### src/sv/cts_pkg.sv
// shared types, constants and tag tables for the colour tag substituter
// no dependencies; imported by cts_ctrl, cts_dp and the top level
`timescale 1ns / 1ps

package cts_pkg;

    localparam int DEF_MAX_TAG_LEN = 10;
    localparam int TAG_COUNT       = 12;
    localparam int TAG_BODY_MAX    = 8;   // longest tag without its closing bracket
    localparam int CODE_MAX        = 11;  // longest escape sequence
    localparam int CODE_IDX_W      = 4;

    localparam logic [7:0] OPEN_CHAR  = 8'h5B;
    localparam logic [7:0] CLOSE_CHAR = 8'h5D;
    localparam logic [7:0] ESC_CHAR   = 8'h1B;
    localparam logic [7:0] PAD_CHAR   = 8'h00;

    typedef enum logic [3:0] {
        TAG_BLACK, TAG_RED, TAG_GREEN, TAG_YELLOW, TAG_BLUE, TAG_MAGENTA,
        TAG_CYAN, TAG_WHITE, TAG_ORANGE, TAG_PINK, TAG_BROWN, TAG_PURPLE
    } t_tag;

    typedef enum logic [2:0] {
        S_IDLE, S_FLUSH, S_LOAD, S_DRAIN, S_CODE, S_CHAR
    } t_state;

    typedef enum logic [1:0] {
        SRC_HELD, SRC_CODE, SRC_CHAR
    } t_src;

    typedef struct packed {
        logic accept;
        logic append;
        logic load_open;
        logic emit;
        t_src src;
        logic last;
        logic clear;
    } t_dp_cmd;

    typedef struct packed {
        logic cnt_zero;
        logic cnt_one;
        logic near_full;
        logic in_open;
        logic in_close;
        logic in_end;
        logic match_hit;
        logic item_open;
        logic item_end;
        logic code_last;
        logic out_free;
    } t_dp_stat;

    // held length of each tag, opening bracket included, closing bracket excluded
    function automatic logic [3:0] tag_len(input t_tag t);
        logic [3:0] len;
        case (t)
            TAG_BLACK:   len = 4'd6;
            TAG_RED:     len = 4'd4;
            TAG_GREEN:   len = 4'd6;
            TAG_YELLOW:  len = 4'd7;
            TAG_BLUE:    len = 4'd5;
            TAG_MAGENTA: len = 4'd8;
            TAG_CYAN:    len = 4'd5;
            TAG_WHITE:   len = 4'd6;
            TAG_ORANGE:  len = 4'd7;
            TAG_PINK:    len = 4'd5;
            TAG_BROWN:   len = 4'd6;
            TAG_PURPLE:  len = 4'd7;
            default:     len = 4'd15;
        endcase
        return len;
    endfunction

    // first character in the top byte
    function automatic logic [8*TAG_BODY_MAX-1:0] tag_name(input t_tag t);
        logic [8*TAG_BODY_MAX-1:0] nm;
        case (t)
            TAG_BLACK:   nm = {"[BLACK", {2{PAD_CHAR}}};
            TAG_RED:     nm = {"[RED", {4{PAD_CHAR}}};
            TAG_GREEN:   nm = {"[GREEN", {2{PAD_CHAR}}};
            TAG_YELLOW:  nm = {"[YELLOW", PAD_CHAR};
            TAG_BLUE:    nm = {"[BLUE", {3{PAD_CHAR}}};
            TAG_MAGENTA: nm = {"[MAGENTA"};
            TAG_CYAN:    nm = {"[CYAN", {3{PAD_CHAR}}};
            TAG_WHITE:   nm = {"[WHITE", {2{PAD_CHAR}}};
            TAG_ORANGE:  nm = {"[ORANGE", PAD_CHAR};
            TAG_PINK:    nm = {"[PINK", {3{PAD_CHAR}}};
            TAG_BROWN:   nm = {"[BROWN", {2{PAD_CHAR}}};
            TAG_PURPLE:  nm = {"[PURPLE", PAD_CHAR};
            default:     nm = '0;
        endcase
        return nm;
    endfunction

    function automatic logic [7:0] tag_char(input t_tag t, input logic [2:0] pos);
        logic [8*TAG_BODY_MAX-1:0] nm;
        int ofs;
        nm  = tag_name(t);
        ofs = 8 * (TAG_BODY_MAX - 1 - int'(pos));
        return nm[ofs +: 8];
    endfunction

    function automatic logic [CODE_IDX_W-1:0] code_len(input t_tag t);
        logic [CODE_IDX_W-1:0] len;
        case (t)
            TAG_ORANGE, TAG_PINK: len = CODE_IDX_W'(11);
            TAG_BROWN:            len = CODE_IDX_W'(10);
            default:              len = CODE_IDX_W'(5);
        endcase
        return len;
    endfunction

    function automatic logic [8*CODE_MAX-1:0] code_str(input t_tag t);
        logic [8*CODE_MAX-1:0] cs;
        case (t)
            TAG_BLACK:   cs = {ESC_CHAR, "[30m", {6{PAD_CHAR}}};
            TAG_RED:     cs = {ESC_CHAR, "[91m", {6{PAD_CHAR}}};
            TAG_GREEN:   cs = {ESC_CHAR, "[92m", {6{PAD_CHAR}}};
            TAG_YELLOW:  cs = {ESC_CHAR, "[93m", {6{PAD_CHAR}}};
            TAG_BLUE:    cs = {ESC_CHAR, "[94m", {6{PAD_CHAR}}};
            TAG_MAGENTA: cs = {ESC_CHAR, "[95m", {6{PAD_CHAR}}};
            TAG_CYAN:    cs = {ESC_CHAR, "[96m", {6{PAD_CHAR}}};
            TAG_WHITE:   cs = {ESC_CHAR, "[97m", {6{PAD_CHAR}}};
            TAG_ORANGE:  cs = {ESC_CHAR, "[38;5;208m"};
            TAG_PINK:    cs = {ESC_CHAR, "[38;5;212m"};
            TAG_BROWN:   cs = {ESC_CHAR, "[38;5;94m", PAD_CHAR};
            TAG_PURPLE:  cs = {ESC_CHAR, "[35m", {6{PAD_CHAR}}};
            default:     cs = '0;
        endcase
        return cs;
    endfunction

    function automatic logic [7:0] code_char(input t_tag t, input logic [CODE_IDX_W-1:0] k);
        logic [8*CODE_MAX-1:0] cs;
        int ofs;
        cs  = code_str(t);
        ofs = 8 * (CODE_MAX - 1 - int'(k));
        if (ofs < 0) begin
            ofs = 0;
        end
        return cs[ofs +: 8];
    endfunction

endpackage

### src/sv/cts_ctrl.sv
// sequencing state machine for the colour tag substituter
// depends on cts_pkg; drives cts_dp through t_dp_cmd, watches t_dp_stat
`timescale 1ns / 1ps

module cts_ctrl
    import cts_pkg::*;
(
    input  logic     i_clk,
    input  logic     i_rst_n,
    input  logic     i_in_valid,
    output logic     o_in_ready,
    input  t_dp_stat i_stat,
    output t_dp_cmd  o_cmd
);

    t_state r_state;
    t_state n_state;

    always_ff @(posedge i_clk) begin
        if (!i_rst_n) begin
            r_state <= S_IDLE;
        end else begin
            r_state <= n_state;
        end
    end

    // next state
    always_comb begin
        n_state = r_state;
        unique case (r_state)
            S_IDLE: begin
                if (i_in_valid) begin
                    if (i_stat.in_open) begin
                        if (!i_stat.cnt_zero) begin
                            n_state = S_FLUSH;
                        end else if (i_stat.in_end) begin
                            n_state = S_DRAIN;
                        end
                    end else if (i_stat.cnt_zero) begin
                        n_state = S_CHAR;
                    end else if (i_stat.in_close) begin
                        n_state = i_stat.match_hit ? S_CODE : S_FLUSH;
                    end else if (i_stat.near_full || i_stat.in_end) begin
                        n_state = S_DRAIN;
                    end
                end
            end
            S_FLUSH: begin
                if (i_stat.out_free && i_stat.cnt_one) begin
                    n_state = i_stat.item_open ? S_LOAD : S_CHAR;
                end
            end
            S_LOAD: begin
                n_state = i_stat.item_end ? S_DRAIN : S_IDLE;
            end
            S_DRAIN: begin
                if (i_stat.out_free && i_stat.cnt_one) begin
                    n_state = S_IDLE;
                end
            end
            S_CODE: begin
                if (i_stat.out_free && i_stat.code_last) begin
                    n_state = S_IDLE;
                end
            end
            S_CHAR: begin
                if (i_stat.out_free) begin
                    n_state = S_IDLE;
                end
            end
        endcase
    end

    // outputs
    always_comb begin
        o_in_ready = 1'b0;
        o_cmd      = '0;
        o_cmd.src  = SRC_HELD;
        unique case (r_state)
            S_IDLE: begin
                o_in_ready = 1'b1;
                if (i_in_valid) begin
                    o_cmd.accept    = 1'b1;
                    o_cmd.load_open = i_stat.in_open && i_stat.cnt_zero;
                    o_cmd.append    = !i_stat.in_open && !i_stat.in_close
                                      && !i_stat.cnt_zero;
                end
            end
            S_FLUSH: begin
                o_cmd.emit = i_stat.out_free;
                // a later beat follows unless this opens a run with no end flag
                o_cmd.last = i_stat.cnt_one && i_stat.item_open && !i_stat.item_end;
            end
            S_LOAD: begin
                o_cmd.load_open = 1'b1;
            end
            S_DRAIN: begin
                o_cmd.emit = i_stat.out_free;
                o_cmd.last = i_stat.cnt_one;
            end
            S_CODE: begin
                o_cmd.emit  = i_stat.out_free;
                o_cmd.src   = SRC_CODE;
                o_cmd.last  = i_stat.code_last;
                o_cmd.clear = i_stat.out_free && i_stat.code_last;
            end
            S_CHAR: begin
                o_cmd.emit = i_stat.out_free;
                o_cmd.src  = SRC_CHAR;
                o_cmd.last = 1'b1;
            end
        endcase
    end

endmodule

### src/sv/cts_dp.sv
// datapath: held character shift line, tag matcher, code counter, output register
// depends on cts_pkg; commanded by cts_ctrl
`timescale 1ns / 1ps

module cts_dp
    import cts_pkg::*;
#(
    parameter int MAX_TAG_LEN = DEF_MAX_TAG_LEN
) (
    input  logic       i_clk,
    input  logic       i_rst_n,
    input  logic [7:0] i_text_char,
    input  logic       i_end_of_text,
    input  logic       i_out_ready,
    output logic [7:0] o_out_char,
    output logic       o_last_of_run,
    output logic       o_out_valid,
    input  t_dp_cmd    i_cmd,
    output t_dp_stat   o_stat
);

    localparam int IW = $clog2(MAX_TAG_LEN);
    localparam int CW = $clog2(MAX_TAG_LEN + 1);

    logic [7:0]            r_held [MAX_TAG_LEN];
    logic [CW-1:0]         r_count;
    logic [7:0]            r_ch;
    logic                  r_end;
    t_tag                  r_tag;
    logic [CODE_IDX_W-1:0] r_code_idx;
    logic [7:0]            r_out_char;
    logic                  r_out_last;
    logic                  r_out_valid;

    logic                  w_hit;
    t_tag                  w_tag;
    logic                  w_out_free;
    logic                  w_pop;
    logic [7:0]            w_src_char;

    assign w_out_free = !r_out_valid || i_out_ready;
    assign w_pop      = i_cmd.emit && (i_cmd.src == SRC_HELD);

    // compare the held run against every tag body
    always_comb begin
        logic ok;
        w_hit = 1'b0;
        w_tag = TAG_BLACK;
        for (int t = TAG_COUNT - 1; t >= 0; t--) begin
            ok = (r_count == CW'(tag_len(t_tag'(t))));
            for (int i = 0; i < TAG_BODY_MAX; i++) begin
                if ((i < int'(tag_len(t_tag'(t))))
                    && (r_held[i] != tag_char(t_tag'(t), 3'(i)))) begin
                    ok = 1'b0;
                end
            end
            if (ok) begin
                w_hit = 1'b1;
                w_tag = t_tag'(t);
            end
        end
    end

    // held run: pops from the front while flushing
    always_ff @(posedge i_clk) begin
        if (w_pop) begin
            for (int i = 0; i < MAX_TAG_LEN - 1; i++) begin
                r_held[i] <= r_held[i+1];
            end
        end else if (i_cmd.append) begin
            r_held[r_count[IW-1:0]] <= i_text_char;
        end else if (i_cmd.load_open) begin
            r_held[0] <= OPEN_CHAR;
        end
    end

    always_ff @(posedge i_clk) begin
        if (!i_rst_n) begin
            r_count <= '0;
        end else if (w_pop) begin
            r_count <= r_count - CW'(1);
        end else if (i_cmd.append) begin
            r_count <= r_count + CW'(1);
        end else if (i_cmd.load_open) begin
            r_count <= CW'(1);
        end else if (i_cmd.clear) begin
            r_count <= '0;
        end
    end

    // item capture and escape sequence position
    always_ff @(posedge i_clk) begin
        if (i_cmd.accept) begin
            r_ch       <= i_text_char;
            r_end      <= i_end_of_text;
            r_tag      <= w_tag;
            r_code_idx <= '0;
        end else if (i_cmd.emit && (i_cmd.src == SRC_CODE)) begin
            r_code_idx <= r_code_idx + CODE_IDX_W'(1);
        end
    end

    always_comb begin
        case (i_cmd.src)
            SRC_HELD: w_src_char = r_held[0];
            SRC_CODE: w_src_char = code_char(r_tag, r_code_idx);
            SRC_CHAR: w_src_char = r_ch;
            default:  w_src_char = r_ch;
        endcase
    end

    // output beat register
    always_ff @(posedge i_clk) begin
        if (!i_rst_n) begin
            r_out_valid <= 1'b0;
        end else if (i_cmd.emit) begin
            r_out_valid <= 1'b1;
        end else if (i_out_ready) begin
            r_out_valid <= 1'b0;
        end
    end

    always_ff @(posedge i_clk) begin
        if (i_cmd.emit) begin
            r_out_char <= w_src_char;
            r_out_last <= i_cmd.last;
        end
    end

    assign o_out_char    = r_out_char;
    assign o_last_of_run = r_out_last;
    assign o_out_valid   = r_out_valid;

    assign o_stat.cnt_zero  = (r_count == '0);
    assign o_stat.cnt_one   = (r_count == CW'(1));
    assign o_stat.near_full = (r_count == CW'(MAX_TAG_LEN - 1));
    assign o_stat.in_open   = (i_text_char == OPEN_CHAR);
    assign o_stat.in_close  = (i_text_char == CLOSE_CHAR);
    assign o_stat.in_end    = i_end_of_text;
    assign o_stat.match_hit = w_hit;
    assign o_stat.item_open = (r_ch == OPEN_CHAR);
    assign o_stat.item_end  = r_end;
    assign o_stat.code_last = (r_code_idx == code_len(r_tag) - CODE_IDX_W'(1));
    assign o_stat.out_free  = w_out_free;

endmodule

### src/sv/colour_tag_substituter.sv
// colour tag substituter: one character per input beat, up to max(11, MAX_TAG_LEN) result beats.
// a plain character is captured in the item register and then moved to the output register;
// results come one per cycle, while the output is free, from the held-character shift line or
// the code table; a new bracket that follows a flush is loaded after the flush. input is
// taken only between items.
// reset: synchronous active low, clears state, held count and output valid.
`timescale 1ns / 1ps

module colour_tag_substituter
    import cts_pkg::*;
#(
    parameter int MAX_TAG_LEN = DEF_MAX_TAG_LEN
) (
    input  logic       i_clk,
    input  logic       i_rst_n,
    input  logic       i_in_valid,
    output logic       o_in_ready,
    input  logic [7:0] i_text_char,
    input  logic       i_end_of_text,
    output logic       o_out_valid,
    input  logic       i_out_ready,
    output logic [7:0] o_out_char,
    output logic       o_last_of_run
);

    t_dp_cmd  w_cmd;
    t_dp_stat w_stat;

    cts_ctrl u_ctrl (
        .i_clk      (i_clk),
        .i_rst_n    (i_rst_n),
        .i_in_valid (i_in_valid),
        .o_in_ready (o_in_ready),
        .i_stat     (w_stat),
        .o_cmd      (w_cmd)
    );

    cts_dp #(
        .MAX_TAG_LEN (MAX_TAG_LEN)
    ) u_dp (
        .i_clk         (i_clk),
        .i_rst_n       (i_rst_n),
        .i_text_char   (i_text_char),
        .i_end_of_text (i_end_of_text),
        .i_out_ready   (i_out_ready),
        .o_out_char    (o_out_char),
        .o_last_of_run (o_last_of_run),
        .o_out_valid   (o_out_valid),
        .i_cmd         (w_cmd),
        .o_stat        (w_stat)
    );

endmodule

### config.mk
export PLATFORM = sky130hd
export DESIGN_NAME = colour_tag_substituter
export DESIGN_NICKNAME = d
export VERILOG_FILES = /design/src/sv/cts_pkg.sv /design/src/sv/cts_ctrl.sv /design/src/sv/cts_dp.sv /design/src/sv/colour_tag_substituter.sv
export SDC_FILE = /design/constraint.sdc
export NUM_CORES = 1
export LEC_CHECK = 0
export ABC_AREA = 0
export BUFFER_PORTS_ARGS = -buffer_cell sky130_fd_sc_hd__buf_2
export CORE_UTILIZATION = 56
export CTS_CLUSTER_SIZE = 30
export DETAILED_ROUTE_END_ITERATION = 10
export PLACE_DENSITY = 0.81
export SLEW_MARGIN = 40
export SYNTH_ARGS = -nofsm -noshare
export SYNTH_HDL_FRONTEND = slang
export SYNTH_SLANG_ARGS = --single-unit
### constraint.sdc
create_clock -name i_clk -period 3.6 [get_ports i_clk]
set_input_delay 0.72 -clock i_clk [delete_from_list [all_inputs] [get_ports i_clk]]
set_output_delay 0.72 -clock i_clk [all_outputs]
set_load 0.02 [all_outputs]
# Yosys cells after proc, flatten, opt, wreduce, memory -nomap -nowiden
# Memory sizes are Yosys's and may differ from the RTL's.
# Index checks and enable logic that the tools add are counted.
word_totals:
  reg_bits: 34
  ram_bits: 80
  mem_bits_ro: 912
  in_bits: 13
  output_inout_bits: 11
  wordCells: 257
  mem_count: 2
memory_table:
  columns: ["memory", "words", "width", "read_ports", "rd_clocked_by_memory_dff", "wr", "line", "rtl"]
  rows:
  - ["(no name shown)", 16, 57, 1, 0, 0, "cts_pkg.sv:117", "case (t)"]
  - ["u_dp.r_held", 10, 8, 10, 0, 9, "cts_dp.sv:25", "logic [7:0] r_held [MAX_TAG_LEN];"]
classes:
  n_addsub: 5
  n_lt_le_gt_ge: 1
  eq_ne: 73
  shift: 1
  n_mux: 134
  bitwise: 1
  n_reduce_logical: 28
op_table:
  columns: ["op", "n"]
  rows:
  - ["$ne A8 B7 Y1 const B", 46]
  - ["$mux W1", 92]
  - ["$mux W88", 1]
  - ["$shiftx A88 B32 Y8", 1]
  - ["$mux W32", 2]
  - ["$mux W3", 18]
  - ["$mux W4", 9]
  - ["$lt A32 B1 Y1 const B", 1]
  - ["$eq A8 B7 Y1 const B", 3]
  - ["$eq A4 B4 Y1 const B", 5]
  - ["$pmux W3 S6", 1]
  - ["$eq A4 B3 Y1 const B", 4]
  - ["$mux W8", 2]
  - ["$pmux W8 S2", 1]
  - ["$reduce_or A8 Y1", 2]
  - ["$logic_and A1 B1 Y1", 9]
  - ["$add A4 B1 Y4 const B", 2]
  - ["$mux W2", 4]
  - ["$ne A2 B1 Y1 const B", 4]
  - ["$pmux W4 S2", 1]
  - ["$reduce_or A4 Y1", 2]
  - ["$sub A4 B1 Y4 const B", 2]
  - ["$reduce_and A7 Y1", 1]
  - ["$eq A3 B2 Y1 const B", 2]
  - ["21 further kinds", 28]

# Longest topological paths before layout
# An unclocked memory read counts as a cell.
logic_depth:
  word_depth: 27
  depth_mapped: 11
  depth_no_buf: 9

# Modules after synthesis
# Synthesis repeated with hierarchy kept, for this count alone.
hier_totals:
  hier_cells: 643
  area_unflattened_um2: 6575.1
modules_own_cells:
  columns: ["mod", "instances", "cells_each", "area_per_inst_um2", "seq_area_each_um2"]
  rows:
  - ["cts_dp", 1, 588, 6138.4, 3243.1]
  - ["cts_ctrl", 1, 55, 436.7, 60.1]

# Worst setup path before layout
# OpenSTA, ideal clock, no wires.
synth_path:
  kind: "reg-to-reg"
  startpoint: "register u_ctrl.r_state[2]"
  endpoint: "memory u_dp.r_held[7][0] (enable)"
  setup_time_ps: 334
  arrival_ps: 2293
  t_required_ps: 3266
  setup_slack_ps: 972
  stages_incl_launch_ff: 9
  path_buffers: 2
  period_less_slack_ps: 2628
  cell_sequence: "dfxtp_1 -> nor3_2 -> and2_1 -> buf_2 -> o211ai_4 -> nor3_1 -> and3_1 -> buf_2 -> nand2b_1"
synth_lines:
  columns: ["element", "line", "rtl"]
  rows:
  - ["from (decl)", "cts_ctrl.sv:16", "t_state r_state;"]
  - ["from (signal assigned)", "cts_ctrl.sv:23", "r_state <= n_state;"]
  - ["to (decl)", "cts_dp.sv:25", null]

==> out/metrics.cfg <==
[power]
combPwrFrac = 0.330
ir_worst_vdd_mv = 0.452
p_seq_frac = 0.406
totalPowerFinal_mw = 6.45
static-leakage-power_nw = 2.63
p_clk_frac = 0.264
p_per_area_nw_per_um2 = 847
p_sw_frac = 0.379
cellInternalPower_mw = 4.01
p_sw_mw = 2.45

[routing]
drt-vias-per-instance = 7.03
totalWireLength_mm = 19.0
drc = 0
post_drt_wl_per_cell_microns = 22.9
firstDrtPassIters = 6
ant_nets = 0
routed-via-count = 5836
detail_route.iter0.violations = 736

[logic_synthesis]
post_synth_main_area_contributors = sky130_fd_sc_hd__edfxtp_1, sky130_fd_sc_hd__mux2_2, sky130_fd_sc_hd__nand2_1
synth-edff-count = 102
count_of_mapped_cells_out_of_synthesis = 660
synth_cell_type_count = 80
ys_async_sr_fraction = 0
syn-num-nets = 679
syn_area_per_cell_sq_um = 10.4
synth_flop_cell = sky130_fd_sc_hd__edfxtp_1
register_area_share_after_synthesis = 0.484
summed_instance_area_of_the_synthesized_netlist_sq_um = 6830
yosys_register_bits = 114
synth.yosys.warnings = 0
post-synth-top-area-fraction = 0.448
netlist.top_cell.by_area = sky130_fd_sc_hd__edfxtp_1

[worst_setup_path]
crit_required_ps = 3680
rr_endpoint = u_dp.r_held[6][4]
crit_path_start = u_dp.r_count[0]
endpoint_kind = flop
critical_path_peak_fanout = 14
ff2ff_setup_slack_ps = 600
cp-endpoint = u_dp.r_held[6][4]
nature_of_the_critical_path_startpoint = flop
data_arrival_critical_path_ps = 3080
timing_worst_setup_path_type = reg2reg
ff2ff_path_depth = 7
worst_r2r_startpoint = u_dp.r_count[0]

[sta]
worst_hold_slack_ps = 528
clock.fmax_mhz = 333
finalWorstPathRequiredPeriod_ps = 3000
unrepaired_setup_endpoints_after_global_routing = no
hold_viol_final = 0
skew_ps = 9.05
tns_ps = 0
post-route-period-util = 0.834
worstMarginPinSlew_ps = 775
timing.max_slew.rel_slack = 0.476
setup_viol = 0
setup_ws_ps = 599
timing.final.max_slew_violations = 0

[grt]
antenna_found_initial = 0
grt_pass1_wl_mm = 30.1
grt-ovfl-total = 0
vias_in_the_first_global_route = 5548
globalRouteTotalUtil = 0.316
grt_max_degree = 22

[floorplanning]
fp-row-count = 39
io-pin-count = 24
die-height_microns = 112
die-width_microns = 112
start_util = 0.586
core_area_sq_um = 11700
die_area_sq_um = 12600

[outcome]
result_of_the_run = completed

[flow_run]
timing.max_cap.violations = 0

[place]
cell_area_after_placement_sq_um = 7010
gpl_wtd_cong = 0.992
port_buffers = 23
post-dp-hpwl_mm = 13.6
place_worst_setup_slack_ps = 498

[clocking]
cts_root_buf = sky130_fd_sc_hd__clkbuf_16
cts_buffers = 17
cts_post_setup_buffers_inserted = 0
cts_max_level = 4
post_cts.resized_instances = 0
clockBufferDepth = 2
cts_tree = done
cts_hold_repair.buffers = 0
cts.sinks = 114
path_clk_slew_ps = 50
clock_latency_ps = 420

[cells_and_area]
layout.cells.most_common = sky130_fd_sc_hd__edfxtp_1
antenna_cells_inserted = 0
fin_area_sq_um = 7610
final_layout_size_suffix_gt1_frac = 0.167
final_nets = 693
syn2layout_area_growth_pct = 11.4
mostFrequentLayoutCells = sky130_fd_sc_hd__edfxtp_1, sky130_fd_sc_hd__nand2_1, sky130_fd_sc_hd__nor2_1, sky130_fd_sc_hd__mux2_2, sky130_fd_sc_hd__o21ai_0
fillerInstances = 878

[worst_hold_path]
timing.hold.worst.class = in2reg

cell type report:
| type | count | area, sq um | area share |
|---|---|---|---|
| repair buffers | 27 | 145 | 0.0191 |
| multi-input cells | 496 | 3320 | 0.436 |
| well taps | 143 | 179 | 0.0235 |
| clock inverters | 9 | 131 | 0.0173 |
| inverters | 18 | 67.6 | 0.00888 |
| clock buffers | 23 | 468 | 0.0615 |
| flip-flops and latches | 114 | 3300 | 0.434 |
flip-flops by register name, indices dropped and copies added, names as in the netlist, 3 cells and up:
name	count
u_dp.r_held	80
u_dp.r_ch	8
u_dp.r_tag	4
u_dp.o_out_char	8
u_dp.r_code_idx	4
u_dp.r_count	4
u_ctrl.r_state	3
per-layer routing:
metal,vias to the layer above,wire [microns],track usage
met1,2741,7320,0.404
met4,0,913,0.168
met2,421,8860,0.507
met3,101,1930,0.0653
li1,2573,-,-
met5,-,0,0
worst max-delay path, cell delays in order (launching register included):
cell,delay (ps)
sky130_fd_sc_hd__dfxtp_1,500
sky130_fd_sc_hd__inv_1,200
sky130_fd_sc_hd__ha_1,290
sky130_fd_sc_hd__or3b_4,290
sky130_fd_sc_hd__o211ai_4,140
sky130_fd_sc_hd__nor3_1,320
sky130_fd_sc_hd__and3_1,510
sky130_fd_sc_hd__nand2b_1,410
cell usage after synthesis, drive strengths merged (9+ instances only):
master / n
edfxtp: 102
nand2: 66
nor2: 61
mux2: 48
o21ai: 39
a21oi: 28
nand3: 25
nand4: 21
nor3: 21
clkbuf: 18
inv: 18
buf: 14
nor2b: 13
nor4b: 13
dfxtp: 12
nor4: 11
nand4b: 10
nor3b: 9
through the flow:
stage | util | instances
final | 0.653 | 830
after global routing | 0.653 | 830
after CTS | 0.653 | 830
after detailed placement | 0.601 | 798
after global placement | 0.601 | 798
after floorplan | - | 660
worst min path at each step:
stage / start / to / slack [ps] / depth (start not counted)
finish: i_end_of_text / u_dp.r_end / 530 / 1
CTS: i_end_of_text / u_dp.r_end / 510 / 1
detailed placement: u_dp.r_held[8][5] / u_dp.r_held[7][5] / 540 / 1
global route: i_end_of_text / u_dp.r_end / 520 / 1
floorplan: u_dp.r_held[8][0] / u_dp.r_held[7][0] / 500 / 1
global placement: u_dp.r_held[9][6] / u_dp.r_held[8][6] / 540 / 1
logic make-up after synthesis:
group | share of synthesized area
multiplexers | 0.0821
buffers and inverters | 0.0308
XOR/XNOR | 0.00641
flip-flops | 0.484
AO/OA/AOI/OAI | 0.124
adder cells (fa/ha/maj) | 0.0125
AND/OR/NAND/NOR | 0.261
power groups by stage:
stage | Sequential (mW) | Clock, mW | Combinational (mW)
3_5_place_dp | 2.59 | 0 | 2.06
2_1_floorplan | 2.40 | 0 | 1.61
6_report | 2.62 | 1.71 | 2.13
3_3_place_gp | 2.57 | 0 | 1.99
5_1_grt | 2.66 | 1.75 | 2.31
4_1_cts | 2.59 | 1.71 | 2.08
Power figures use the tool's default switching activity.
